==> config.mk <==
export PLATFORM = sky130hd
export DESIGN_NAME = fat_block_chain_manager_unit
export DESIGN_NICKNAME = d
export VERILOG_FILES = /design/src/hdl/fbcm_pkg.sv /design/src/hdl/fat_block_chain_manager_unit.sv /design/src/hdl/fbcm_ram.sv /design/src/hdl/fbcm_datapath.sv /design/src/hdl/fbcm_ctrl.sv
export SDC_FILE = /design/constraint.sdc
export NUM_CORES = 2
export LEC_CHECK = 0
export ABC_AREA = 0
export BUFFER_PORTS_ARGS = -buffer_cell sky130_fd_sc_hd__clkbuf_2
export CORE_ASPECT_RATIO = 0.9
export CORE_UTILIZATION = 52
export DETAILED_ROUTE_END_ITERATION = 8
export HOLD_SLACK_MARGIN = 0.15
export PLACE_DENSITY = 0.67
export SYNTH_ARGS = -nofsm -noshare
export SYNTH_HDL_FRONTEND = slang
export SYNTH_HIERARCHICAL = 1
export SYNTH_SLANG_ARGS = --single-unit
==> constraint.sdc <==
create_clock -name clk -period 45.8 [get_ports clk]
set_input_delay 9.16 -clock clk [delete_from_list [all_inputs] [get_ports clk]]
set_output_delay 9.16 -clock clk [all_outputs]
set_load 0.02 [all_outputs]
==> src/hdl/fbcm_pkg.sv <==
package fbcm_pkg;

  localparam logic [2:0] FN_CREATE = 3'd0;
  localparam logic [2:0] FN_REMOVE = 3'd1;
  localparam logic [2:0] FN_FIRST  = 3'd2;
  localparam logic [2:0] FN_APPEND = 3'd3;
  localparam logic [2:0] FN_UNLINK = 3'd4;
  localparam logic [2:0] FN_NEXT   = 3'd5;

  localparam logic [2:0] ST_OK          = 3'd0;
  localparam logic [2:0] ST_EXISTS      = 3'd1;
  localparam logic [2:0] ST_ROOT_FULL   = 3'd2;
  localparam logic [2:0] ST_NO_FILE     = 3'd3;
  localparam logic [2:0] ST_DISK_FULL   = 3'd4;
  localparam logic [2:0] ST_NOT_IN_FILE = 3'd5;

  typedef enum logic [4:0] {
    OP_NONE, OP_INIT, OP_LOAD, OP_SRD, OP_SCMP, OP_DEC, OP_RD0, OP_A_CHK, OP_A_RDA,
    OP_A_POP, OP_A_CLR, OP_A_SETF, OP_W_RD, OP_AW_CHK, OP_A_LINK, OP_C_TEST, OP_C_ADV,
    OP_BLK_RD, OP_N_OUT, OP_U_SETF, OP_UW_CHK, OP_U_LWR, OP_U_FWR, OP_U_HEAD, OP_FIN
  } dp_op_t;

  typedef struct packed {
    logic [2:0] func;
    logic       found;
    logic       f_zero;
    logic       f_hit;
    logic       tq_zero;
    logic       tq_hit;
    logic       cur_fail;
    logic       cur_hit;
    logic       steps_max;
    logic       idx_last;
    logic       init_last;
  } dp_flags_t;

endpackage

==> src/hdl/fat_block_chain_manager_unit.sv <==
// File allocation table manager: a free-list chained block table plus a root table of
// named files. One result (status, block) per request. After reset the block sweeps
// the table to its initial free-list chain, with in_stall high. Each request first
// scans the root table entry by entry; then create, remove and first block finish;
// append takes a block off the free list and walks the file's chain; next and unlink
// walk the chain through the single table memory port, unlink up to two walks. One
// request is in work at a time; the next is taken while a finished result waits in
// the output register.
module fat_block_chain_manager_unit #(
  parameter int NUM_BLOCKS   = 256,
  parameter int ROOT_ENTRIES = 16,
  parameter int TABLE_BLOCKS = 13,
  parameter int KEY_BITS     = 64
) (
  input  logic        clk,
  input  logic        rst,
  input  logic        in_valid,
  output logic        in_stall,
  input  logic [2:0]  func,
  input  logic [63:0] file_key,
  input  logic [7:0]  block_number,
  output logic        out_valid,
  input  logic        out_stall,
  output logic [2:0]  status,
  output logic [7:0]  result_block
);

  fbcm_pkg::dp_op_t    op;
  fbcm_pkg::dp_flags_t flags;

  fbcm_ctrl u_ctrl (
    .clk       (clk),
    .rst       (rst),
    .in_valid  (in_valid),
    .in_stall  (in_stall),
    .out_valid (out_valid),
    .out_stall (out_stall),
    .flags     (flags),
    .op        (op)
  );

  fbcm_datapath #(
    .NUM_BLOCKS   (NUM_BLOCKS),
    .ROOT_ENTRIES (ROOT_ENTRIES),
    .TABLE_BLOCKS (TABLE_BLOCKS),
    .KEY_BITS     (KEY_BITS)
  ) u_dp (
    .clk        (clk),
    .rst        (rst),
    .op         (op),
    .flags      (flags),
    .func_in    (func),
    .key_in     (file_key),
    .blk_in     (block_number),
    .status_out (status),
    .result_out (result_block)
  );

`ifndef SYNTH
  a_status_range: assert property (@(posedge clk) disable iff (rst)
    out_valid |-> status <= fbcm_pkg::ST_NOT_IN_FILE)
    else $error("status code out of range");

  a_error_no_block: assert property (@(posedge clk) disable iff (rst)
    out_valid && status != fbcm_pkg::ST_OK |-> result_block == 8'd0)
    else $error("error result carries a block number");

  a_init_sweep: assert property (@(posedge clk)
    !rst && $past(rst) |-> in_stall)
    else $error("input taken during table initialization");
`endif

endmodule

==> src/hdl/fbcm_ram.sv <==
module fbcm_ram #(
  parameter int WIDTH = 8,
  parameter int DEPTH = 256,
  localparam int AW = (DEPTH > 1) ? $clog2(DEPTH) : 1
) (
  input  logic             clk,
  input  logic             we,
  input  logic [AW-1:0]    addr,
  input  logic [WIDTH-1:0] wdata,
  output logic [WIDTH-1:0] rdata
);

  logic [WIDTH-1:0] mem [DEPTH];

  always_ff @(posedge clk) begin
    if (we) begin
      mem[addr] <= wdata;
    end
    rdata <= mem[addr];
  end

endmodule

==> src/hdl/fbcm_datapath.sv <==
module fbcm_datapath #(
  parameter int NUM_BLOCKS   = 256,
  parameter int ROOT_ENTRIES = 16,
  parameter int TABLE_BLOCKS = 13,
  parameter int KEY_BITS     = 64
) (
  input  logic                clk,
  input  logic                rst,
  input  fbcm_pkg::dp_op_t    op,
  output fbcm_pkg::dp_flags_t flags,
  input  logic [2:0]          func_in,
  input  logic [63:0]         key_in,
  input  logic [7:0]          blk_in,
  output logic [2:0]          status_out,
  output logic [7:0]          result_out
);

  localparam int BW  = $clog2(NUM_BLOCKS);
  localparam int RW  = (ROOT_ENTRIES > 1) ? $clog2(ROOT_ENTRIES) : 1;
  localparam int SW  = $clog2(NUM_BLOCKS + 1);
  localparam int CW  = (BW > 8) ? BW : 8;
  localparam int RDW = KEY_BITS + BW;

  logic [2:0]          func_r;
  logic [KEY_BITS-1:0] key_r;
  logic [7:0]          blk_r;
  logic [RW-1:0]       idx;
  logic [RW-1:0]       e_r;
  logic [RW-1:0]       fr_r;
  logic                found;
  logic                have_free;
  logic [BW-1:0]       first_r;
  logic [BW-1:0]       cur;
  logic [BW-1:0]       a_r;
  logic [SW-1:0]       steps;
  logic [BW-1:0]       ic;
  logic [2:0]          status_r;
  logic [BW-1:0]       result_r;
  logic [ROOT_ENTRIES-1:0] used;

  logic          t_we;
  logic [BW-1:0] t_addr;
  logic [BW-1:0] t_wd;
  logic [BW-1:0] t_q;
  logic           r_we;
  logic [RW-1:0]  r_addr;
  logic [RDW-1:0] r_wd;
  logic [RDW-1:0] r_q;

  logic [KEY_BITS-1:0] r_key;
  logic [BW-1:0]       r_first;
  logic [CW-1:0]       blk_w;
  logic [BW-1:0]       blk_addr;
  logic                steps_max;
  logic                cur_fail;

  function automatic logic [BW-1:0] rst_val(input logic [BW-1:0] i);
    int head;
    int ii;
    head = TABLE_BLOCKS + 2;
    ii   = int'(i);
    if (ii == 0) begin
      return (head < NUM_BLOCKS) ? BW'(head) : '0;
    end else if (ii == 1) begin
      return BW'(1);
    end else if (ii < head) begin
      return BW'(NUM_BLOCKS - 1);
    end else if (ii == NUM_BLOCKS - 1) begin
      return '0;
    end else begin
      return BW'(ii + 1);
    end
  endfunction

  assign r_key     = r_q[RDW-1:BW];
  assign r_first   = r_q[BW-1:0];
  assign blk_w     = CW'(blk_r);
  assign blk_addr  = BW'(blk_r);
  assign steps_max = (steps == SW'(NUM_BLOCKS));
  assign cur_fail  = (cur == '0) || steps_max;

  assign flags.func      = func_r;
  assign flags.found     = found;
  assign flags.f_zero    = (first_r == '0);
  assign flags.f_hit     = (CW'(first_r) == blk_w);
  assign flags.tq_zero   = (t_q == '0);
  assign flags.tq_hit    = (CW'(t_q) == blk_w);
  assign flags.cur_fail  = cur_fail;
  assign flags.cur_hit   = (CW'(cur) == blk_w);
  assign flags.steps_max = steps_max;
  assign flags.idx_last  = (idx == RW'(ROOT_ENTRIES - 1));
  assign flags.init_last = (ic == BW'(NUM_BLOCKS - 1));

  always_comb begin
    t_addr = '0;
    t_we   = 1'b0;
    t_wd   = '0;
    r_addr = idx;
    r_we   = 1'b0;
    r_wd   = '0;
    unique case (op)
      fbcm_pkg::OP_INIT: begin
        t_addr = ic;
        t_we   = 1'b1;
        t_wd   = rst_val(ic);
      end
      fbcm_pkg::OP_DEC: begin
        if (func_r == fbcm_pkg::FN_CREATE && !found && have_free) begin
          r_addr = fr_r;
          r_we   = 1'b1;
          r_wd   = {key_r, {BW{1'b0}}};
        end
      end
      fbcm_pkg::OP_RD0: t_addr = '0;
      fbcm_pkg::OP_A_RDA: t_addr = a_r;
      fbcm_pkg::OP_A_POP: begin
        t_addr = '0;
        t_we   = 1'b1;
        t_wd   = t_q;
      end
      fbcm_pkg::OP_A_CLR: begin
        t_addr = a_r;
        t_we   = 1'b1;
      end
      fbcm_pkg::OP_A_SETF: begin
        r_addr = e_r;
        r_we   = 1'b1;
        r_wd   = {key_r, a_r};
      end
      fbcm_pkg::OP_W_RD, fbcm_pkg::OP_C_TEST: t_addr = cur;
      fbcm_pkg::OP_A_LINK: begin
        t_addr = cur;
        t_we   = 1'b1;
        t_wd   = a_r;
      end
      fbcm_pkg::OP_BLK_RD: t_addr = blk_addr;
      fbcm_pkg::OP_U_SETF: begin
        r_addr = e_r;
        r_we   = 1'b1;
        r_wd   = {key_r, t_q};
      end
      fbcm_pkg::OP_U_LWR: begin
        t_addr = cur;
        t_we   = 1'b1;
        t_wd   = t_q;
      end
      fbcm_pkg::OP_U_FWR: begin
        t_addr = blk_addr;
        t_we   = 1'b1;
        t_wd   = t_q;
      end
      fbcm_pkg::OP_U_HEAD: begin
        t_addr = '0;
        t_we   = 1'b1;
        t_wd   = blk_addr;
      end
      default: begin
      end
    endcase
  end

  always_ff @(posedge clk) begin
    if (rst) begin
      ic   <= '0;
      used <= '0;
    end else begin
      unique case (op)
        fbcm_pkg::OP_INIT: ic <= ic + 1'b1;
        fbcm_pkg::OP_LOAD: begin
          func_r    <= func_in;
          key_r     <= key_in[KEY_BITS-1:0];
          blk_r     <= blk_in;
          idx       <= '0;
          found     <= 1'b0;
          have_free <= 1'b0;
          status_r  <= fbcm_pkg::ST_OK;
          result_r  <= '0;
        end
        fbcm_pkg::OP_SCMP: begin
          // lowest matching slot and lowest free slot win
          if (used[idx] && r_key == key_r && !found) begin
            found   <= 1'b1;
            e_r     <= idx;
            first_r <= r_first;
          end
          if (!used[idx] && !have_free) begin
            have_free <= 1'b1;
            fr_r      <= idx;
          end
          idx <= idx + 1'b1;
        end
        fbcm_pkg::OP_DEC: begin
          cur   <= first_r;
          steps <= '0;
          if (func_r == fbcm_pkg::FN_CREATE) begin
            if (found) begin
              status_r <= fbcm_pkg::ST_EXISTS;
            end else if (!have_free) begin
              status_r <= fbcm_pkg::ST_ROOT_FULL;
            end else begin
              used[fr_r] <= 1'b1;
            end
          end else if (func_r <= fbcm_pkg::FN_NEXT && !found) begin
            status_r <= fbcm_pkg::ST_NO_FILE;
          end else if (func_r == fbcm_pkg::FN_REMOVE) begin
            if (first_r == '0) begin
              used[e_r] <= 1'b0;
            end
          end else if (func_r == fbcm_pkg::FN_FIRST) begin
            result_r <= first_r;
          end
        end
        fbcm_pkg::OP_A_CHK: begin
          a_r <= t_q;
          if (t_q == '0) begin
            status_r <= fbcm_pkg::ST_DISK_FULL;
          end
        end
        fbcm_pkg::OP_A_SETF: result_r <= a_r;
        fbcm_pkg::OP_AW_CHK: begin
          if (t_q != '0 && !steps_max) begin
            cur   <= t_q;
            steps <= steps + 1'b1;
          end
        end
        fbcm_pkg::OP_A_LINK: result_r <= a_r;
        fbcm_pkg::OP_C_TEST: begin
          if (cur_fail) begin
            status_r <= fbcm_pkg::ST_NOT_IN_FILE;
          end else if (CW'(cur) == blk_w) begin
            // rewind for the unlink walk
            cur   <= first_r;
            steps <= '0;
          end
        end
        fbcm_pkg::OP_C_ADV: begin
          cur   <= t_q;
          steps <= steps + 1'b1;
        end
        fbcm_pkg::OP_N_OUT: result_r <= t_q;
        fbcm_pkg::OP_UW_CHK: begin
          if (CW'(t_q) != blk_w && !steps_max) begin
            cur   <= t_q;
            steps <= steps + 1'b1;
          end
        end
        fbcm_pkg::OP_FIN: begin
          status_out <= status_r;
          result_out <= 8'(result_r);
        end
        default: begin
        end
      endcase
    end
  end

  fbcm_ram #(.WIDTH(BW), .DEPTH(NUM_BLOCKS)) u_table (
    .clk   (clk),
    .we    (t_we),
    .addr  (t_addr),
    .wdata (t_wd),
    .rdata (t_q)
  );

  fbcm_ram #(.WIDTH(RDW), .DEPTH(ROOT_ENTRIES)) u_root (
    .clk   (clk),
    .we    (r_we),
    .addr  (r_addr),
    .wdata (r_wd),
    .rdata (r_q)
  );

endmodule

==> src/hdl/fbcm_ctrl.sv <==
module fbcm_ctrl (
  input  logic                clk,
  input  logic                rst,
  input  logic                in_valid,
  output logic                in_stall,
  output logic                out_valid,
  input  logic                out_stall,
  input  fbcm_pkg::dp_flags_t flags,
  output fbcm_pkg::dp_op_t    op
);

  typedef enum logic [27:0] {
    S_INIT   = 28'd1 << 0,  S_IDLE   = 28'd1 << 1,  S_SRD    = 28'd1 << 2,
    S_SCMP   = 28'd1 << 3,  S_DEC    = 28'd1 << 4,  S_A_RD0  = 28'd1 << 5,
    S_A_CHK  = 28'd1 << 6,  S_A_RDA  = 28'd1 << 7,  S_A_POP  = 28'd1 << 8,
    S_A_CLR  = 28'd1 << 9,  S_A_SETF = 28'd1 << 10, S_A_WRD  = 28'd1 << 11,
    S_A_WCHK = 28'd1 << 12, S_A_LINK = 28'd1 << 13, S_C_TEST = 28'd1 << 14,
    S_C_ADV  = 28'd1 << 15, S_N_RD   = 28'd1 << 16, S_N_OUT  = 28'd1 << 17,
    S_U_RDB  = 28'd1 << 18, S_U_SETF = 28'd1 << 19, S_U_WRD  = 28'd1 << 20,
    S_U_WCHK = 28'd1 << 21, S_U_LRD  = 28'd1 << 22, S_U_LWR  = 28'd1 << 23,
    S_U_FRD  = 28'd1 << 24, S_U_FWR  = 28'd1 << 25, S_U_HEAD = 28'd1 << 26,
    S_FIN    = 28'd1 << 27
  } state_t;

  state_t state;
  state_t state_next;
  logic   emit;

  assign in_stall = (state != S_IDLE);
  assign emit     = (state == S_FIN) && (!out_valid || !out_stall);

  always_comb begin
    state_next = state;
    op         = fbcm_pkg::OP_NONE;
    unique case (state)
      S_INIT: begin
        op = fbcm_pkg::OP_INIT;
        if (flags.init_last) state_next = S_IDLE;
      end
      S_IDLE: begin
        if (in_valid) begin
          op         = fbcm_pkg::OP_LOAD;
          state_next = S_SRD;
        end
      end
      S_SRD: begin
        op         = fbcm_pkg::OP_SRD;
        state_next = S_SCMP;
      end
      S_SCMP: begin
        op         = fbcm_pkg::OP_SCMP;
        state_next = flags.idx_last ? S_DEC : S_SRD;
      end
      S_DEC: begin
        op         = fbcm_pkg::OP_DEC;
        state_next = S_FIN;
        if (flags.found && flags.func == fbcm_pkg::FN_APPEND) begin
          state_next = S_A_RD0;
        end else if (flags.found && (flags.func == fbcm_pkg::FN_UNLINK ||
                                     flags.func == fbcm_pkg::FN_NEXT)) begin
          state_next = S_C_TEST;
        end
      end
      S_A_RD0: begin
        op         = fbcm_pkg::OP_RD0;
        state_next = S_A_CHK;
      end
      S_A_CHK: begin
        op         = fbcm_pkg::OP_A_CHK;
        state_next = flags.tq_zero ? S_FIN : S_A_RDA;
      end
      S_A_RDA: begin
        op         = fbcm_pkg::OP_A_RDA;
        state_next = S_A_POP;
      end
      S_A_POP: begin
        op         = fbcm_pkg::OP_A_POP;
        state_next = S_A_CLR;
      end
      S_A_CLR: begin
        op         = fbcm_pkg::OP_A_CLR;
        state_next = flags.f_zero ? S_A_SETF : S_A_WRD;
      end
      S_A_SETF: begin
        op         = fbcm_pkg::OP_A_SETF;
        state_next = S_FIN;
      end
      S_A_WRD: begin
        op         = fbcm_pkg::OP_W_RD;
        state_next = S_A_WCHK;
      end
      S_A_WCHK: begin
        op         = fbcm_pkg::OP_AW_CHK;
        state_next = (flags.tq_zero || flags.steps_max) ? S_A_LINK : S_A_WRD;
      end
      S_A_LINK: begin
        op         = fbcm_pkg::OP_A_LINK;
        state_next = S_FIN;
      end
      S_C_TEST: begin
        op = fbcm_pkg::OP_C_TEST;
        if (flags.cur_fail) begin
          state_next = S_FIN;
        end else if (flags.cur_hit) begin
          if (flags.func == fbcm_pkg::FN_NEXT) state_next = S_N_RD;
          else if (flags.f_hit)                state_next = S_U_RDB;
          else                                 state_next = S_U_WRD;
        end else begin
          state_next = S_C_ADV;
        end
      end
      S_C_ADV: begin
        op         = fbcm_pkg::OP_C_ADV;
        state_next = S_C_TEST;
      end
      S_N_RD: begin
        op         = fbcm_pkg::OP_BLK_RD;
        state_next = S_N_OUT;
      end
      S_N_OUT: begin
        op         = fbcm_pkg::OP_N_OUT;
        state_next = S_FIN;
      end
      S_U_RDB: begin
        op         = fbcm_pkg::OP_BLK_RD;
        state_next = S_U_SETF;
      end
      S_U_SETF: begin
        op         = fbcm_pkg::OP_U_SETF;
        state_next = S_U_FRD;
      end
      S_U_WRD: begin
        op         = fbcm_pkg::OP_W_RD;
        state_next = S_U_WCHK;
      end
      S_U_WCHK: begin
        op = fbcm_pkg::OP_UW_CHK;
        if (flags.tq_hit)         state_next = S_U_LRD;
        else if (flags.steps_max) state_next = S_U_FRD;
        else                      state_next = S_U_WRD;
      end
      S_U_LRD: begin
        op         = fbcm_pkg::OP_BLK_RD;
        state_next = S_U_LWR;
      end
      S_U_LWR: begin
        op         = fbcm_pkg::OP_U_LWR;
        state_next = S_U_FRD;
      end
      S_U_FRD: begin
        op         = fbcm_pkg::OP_RD0;
        state_next = S_U_FWR;
      end
      S_U_FWR: begin
        op         = fbcm_pkg::OP_U_FWR;
        state_next = S_U_HEAD;
      end
      S_U_HEAD: begin
        op         = fbcm_pkg::OP_U_HEAD;
        state_next = S_FIN;
      end
      S_FIN: begin
        // hold until the output register is free
        if (emit) begin
          op         = fbcm_pkg::OP_FIN;
          state_next = S_IDLE;
        end
      end
      default: state_next = S_IDLE;
    endcase
  end

  always_ff @(posedge clk) begin
    if (rst) begin
      state     <= S_INIT;
      out_valid <= 1'b0;
    end else begin
      state <= state_next;
      if (emit)           out_valid <= 1'b1;
      else if (!out_stall) out_valid <= 1'b0;
    end
  end

endmodule
==> results.cfg <==
[setup_path]
critPathBufInv = 7
slowest_delay_ns = 0.92
crit_arrival_ns = 17.48
cp_data_required_time_ns = 46.48
cp_max_fo = 67
endpoint_kind = flop
path_common_cell = buf_4
critPathTopFamily = buffers and inverters
start_kind = input pin
path_class = in -> reg
slowest_stage = buf_4
crit_path_cell_trace = clkbuf_2 -> inv_1 -> o2111a_1 -> nand4_1 -> nand2b_1 -> o21ai_0 -> and2_0 -> a222oi_1 -> o21ai_4 -> buf_4 -> buf_4 -> buf_4 -> buf_4 -> buf_4 -> mux4_2 -> a22oi_1 -> a21oi_1 -> o41ai_1 -> nand4_1

[timing]
final.setup.tns_ns = 0
fin_ws_ns = 29.01
slew_headroom = 0.1177
fin_crit_sh = 0.3667
hold_viol = 0
fmax_mhz = 59.55
rsz0062_at_grt = false
finalCriticalPeriod_ns = 16.79
holdWs_ns = 0.4051
clock_skew_ns = 0.07836
tightest_slew_ns = 1.323
slew_viol_final = 0
finalSetupViolCount = 0

[clock_network]
cts_sinks = 3477
cts_buffers = 346
cts_root_buf = clkbuf_16
cts_buffer_depth = 4
cts_hold_buf = 0
clk_latency_ns = 0.91
clk_pin_slew_ns = 0.06
cts_tree = done
ctsHtreeMaxLevel = 5
postCtsSetupRepairBufs = 0
cts_resized = 0

[placed_design]
dpl-instance-area_um2 = 138200
place_ws_ns = 28.21
portBuffers = 91
placedCellCount = 9638
place_hpwl_mm = 177.7
gp_congestion = 0.8551

[routing]
highest_layer = met5
wire_per_inst_um = 30.67
firstDrtPassIters = 9
wl_met3_mm = 30.74
via_per_inst = 6.475
antenna_left = 0
routed_wl_mm = 314.7
drc = 2
met1_length_mm = 131.9
dr.first_iter.drc_count = 8538
vias = 66450
wl_met2_mm = 144.2

[logic_synthesis]
ys_seq_area_frac = 0.7717
yosys-top-cells-area = edfxtp_1 75%, mux4_2 14%, a22oi_1 2.3%
synth.cell_area_um2 = 133600
synth-seq-cells = 3477
synth.top_cell.area_share = 0.7517
synth_cells = 6380
ys_warn_count = 6
yosysUniqueCellTypes = 70
ys.flop_type = edfxtp_1
synth_area_leader_cell = edfxtp_1
syn_nets = 6465
async_flop_share = 0
synth_area_per_cell_um2 = 20.94
synth_edf_count = 3344

[final_layout]
fillCellCount = 18200
stdcell_count = 10260
fin_area_um2 = 148900
nNetsFinal = 6689
syn_to_final_growth_pct = 11.47
drive_above_1_share = 0.2378
final_util = 0.5829

[global_route]
grt_antenna_before_repair = 7
grt_pass1_vias = 65750
grtUsageTotal = 0.2421
grt_pass1_wl_mm = 456.2
grt-ovfl-total = 0
grt_max_degree = 182

[run_status]
status = finished, violations left
failed_checks = DRC

[die]
fp.dieH_um = 482.8
die_x_um = 536.3
core_um2 = 255400
die_area_um2 = 258900
io_pins = 92
num_rows = 176
initial_core_util = 0.5229

[power]
p_total_mw = 8.234
p_per_area_nw_per_um2 = 55.30
p_leak_nw = 43.43
irDropWorstVdd_mv = 0.07678

[flow_run]
maxCapViolCount = 0

[min_path]
hp-class = reg -> reg
[layer usage]
layer | up-vias | GRT usage
met3 | 533 | 0.04554
met5 | - | 0
met4 | 2 | 0.06146
li1 | 27120 | -
met1 | 35280 | 0.3687
met2 | 3514 | 0.3639
[final cells by class]
type,count,area [um2],area share
sequential,3477,103100,0.6923
tap,3382,4232,0.02842
clock inverter,164,1314,0.008823
clock buffer,452,9364,0.06289
multi-input combinational,2483,28910,0.1942
inverter,35,131.4,0.0008823
timing repair buffer,261,1844,0.01239
antenna,8,20.02,0.0001344
[cell families after synthesis]
logic type               Yosys count  synth area share
AO/OA/AOI/OAI                    713           0.03727
adder cells (fa/ha/maj)            6         0.0005620
buffers and inverters            420           0.01516
XOR/XNOR                         110          0.007212
flip-flops                      3477            0.7717
multiplexers                     813            0.1363
AND/OR/NAND/NOR                  841           0.03184
[worst register-to-register path, cell delays in order (launching register included)]
cell	delay, ns
dfxtp_1	0.37
nor4_2	0.86
nand4_1	0.17
buf_4	0.27
or2_2	0.34
nand2b_1	0.22
o2111a_1	0.29
nand4_1	0.47
nand2b_1	0.34
nand3b_1	0.10
o21ai_0	0.11
and2_0	0.39
a222oi_1	0.21
o21ai_4	0.15
buf_4	0.62
buf_4	0.66
buf_4	0.87
buf_4	0.97
buf_4	0.82
mux4_2	0.45
a22oi_1	0.24
a21oi_1	0.19
o41ai_1	0.86
nand4_1	0.15
[cells in the mapped netlist, types with 5 or more instances]
master and instances:
o21a_1 7, o41ai_1 32, or2_2 7, xnor2_1 93, buf_1 44, buf_2 60
or3_1 8, nor4_1 16, o22ai_1 8, mux4_2 804, a22oi_1 405, nor2_1 313
xor2_1 17, ha_1 6, buf_6 32, and4b_1 5, nand2b_1 17, nand2_1 138
nand3b_1 16, nor2b_1 38, clkbuf_1 211, a21oi_1 141, o21ai_0 59, nor3_1 57
a22o_1 8, or4_1 5, nor3b_1 8, and2_1 71, a222oi_1 26, nand3_1 38
nor4b_1 14, inv_1 35, mux2_2 8, buf_4 34, and3_1 12, edfxtp_1 3344
nand4_1 47, dfxtp_1 133
[sequential cells by signal, indices dropped and copies added, names as in the netlist, 9 cells and up]
name,count
u_dp/u_root/mem,1152
u_dp/u_table/mem,2048
u_dp/used,16
u_ctrl/state,28
u_dp/key_r,64
u_dp/steps,9
u_dp/u_root/rdata,72
[power by group]
group          internal (mW)  leakage, nW  switching (mW)  total, mW
Sequential              3.99         29.1          0.0311       4.02
Combinational          0.475         9.10            1.04       1.52
Clock                   1.54         5.25            1.16       2.70
[layout by cell type, fill, tap and decap left out, types with 9 or more instances in the layout]
cell type	synthesis	routed
inv_6	0	9
clkinv_2	0	65
buf_4	34	161
nand3_1	38	38
dfxtp_1	133	133
nor2_1	313	299
buf_12	0	9
edfxtp_1	3344	3344
nand4_1	47	47
nor3_2	4	11
clkbuf_16	0	352
nand2b_1	17	16
mux4_2	804	804
o41ai_2	0	13
clkinv_1	0	61
nand3b_1	16	16
xnor2_1	93	93
nor3_1	57	50
bufinv_16	0	18
clkbuf_2	4	91
nor4b_1	14	13
inv_1	35	35
nor4_1	16	15
clkbuf_1	211	82
nand2_1	138	134
a22oi_1	405	405
and3_1	12	12
xor2_1	17	17
o21ai_0	59	49
nor2_4	0	14
a222oi_1	26	26
nor2b_1	38	34
and2_1	71	69
o41ai_1	32	19
clkbuf_8	0	18
o21ai_4	0	10
a21oi_1	141	141
[final timing paths]
kind / cells past startpoint / slack (ns) / start / to
setup / recovery: 19 / 29.01 / in_valid / u_dp/u_table/rdata[1]
hold / removal: 0 / 0.41 / u_dp/u_root/rdata[1] / u_dp/first_r[1]
setup reg to reg: 23 / 35.52 / u_ctrl/state[8] / u_dp/u_table/rdata[1]
hold reg to reg: 0 / 0.41 / u_dp/u_root/rdata[1] / u_dp/first_r[1]
Note: power is estimated with default switching activity, not from simulation.
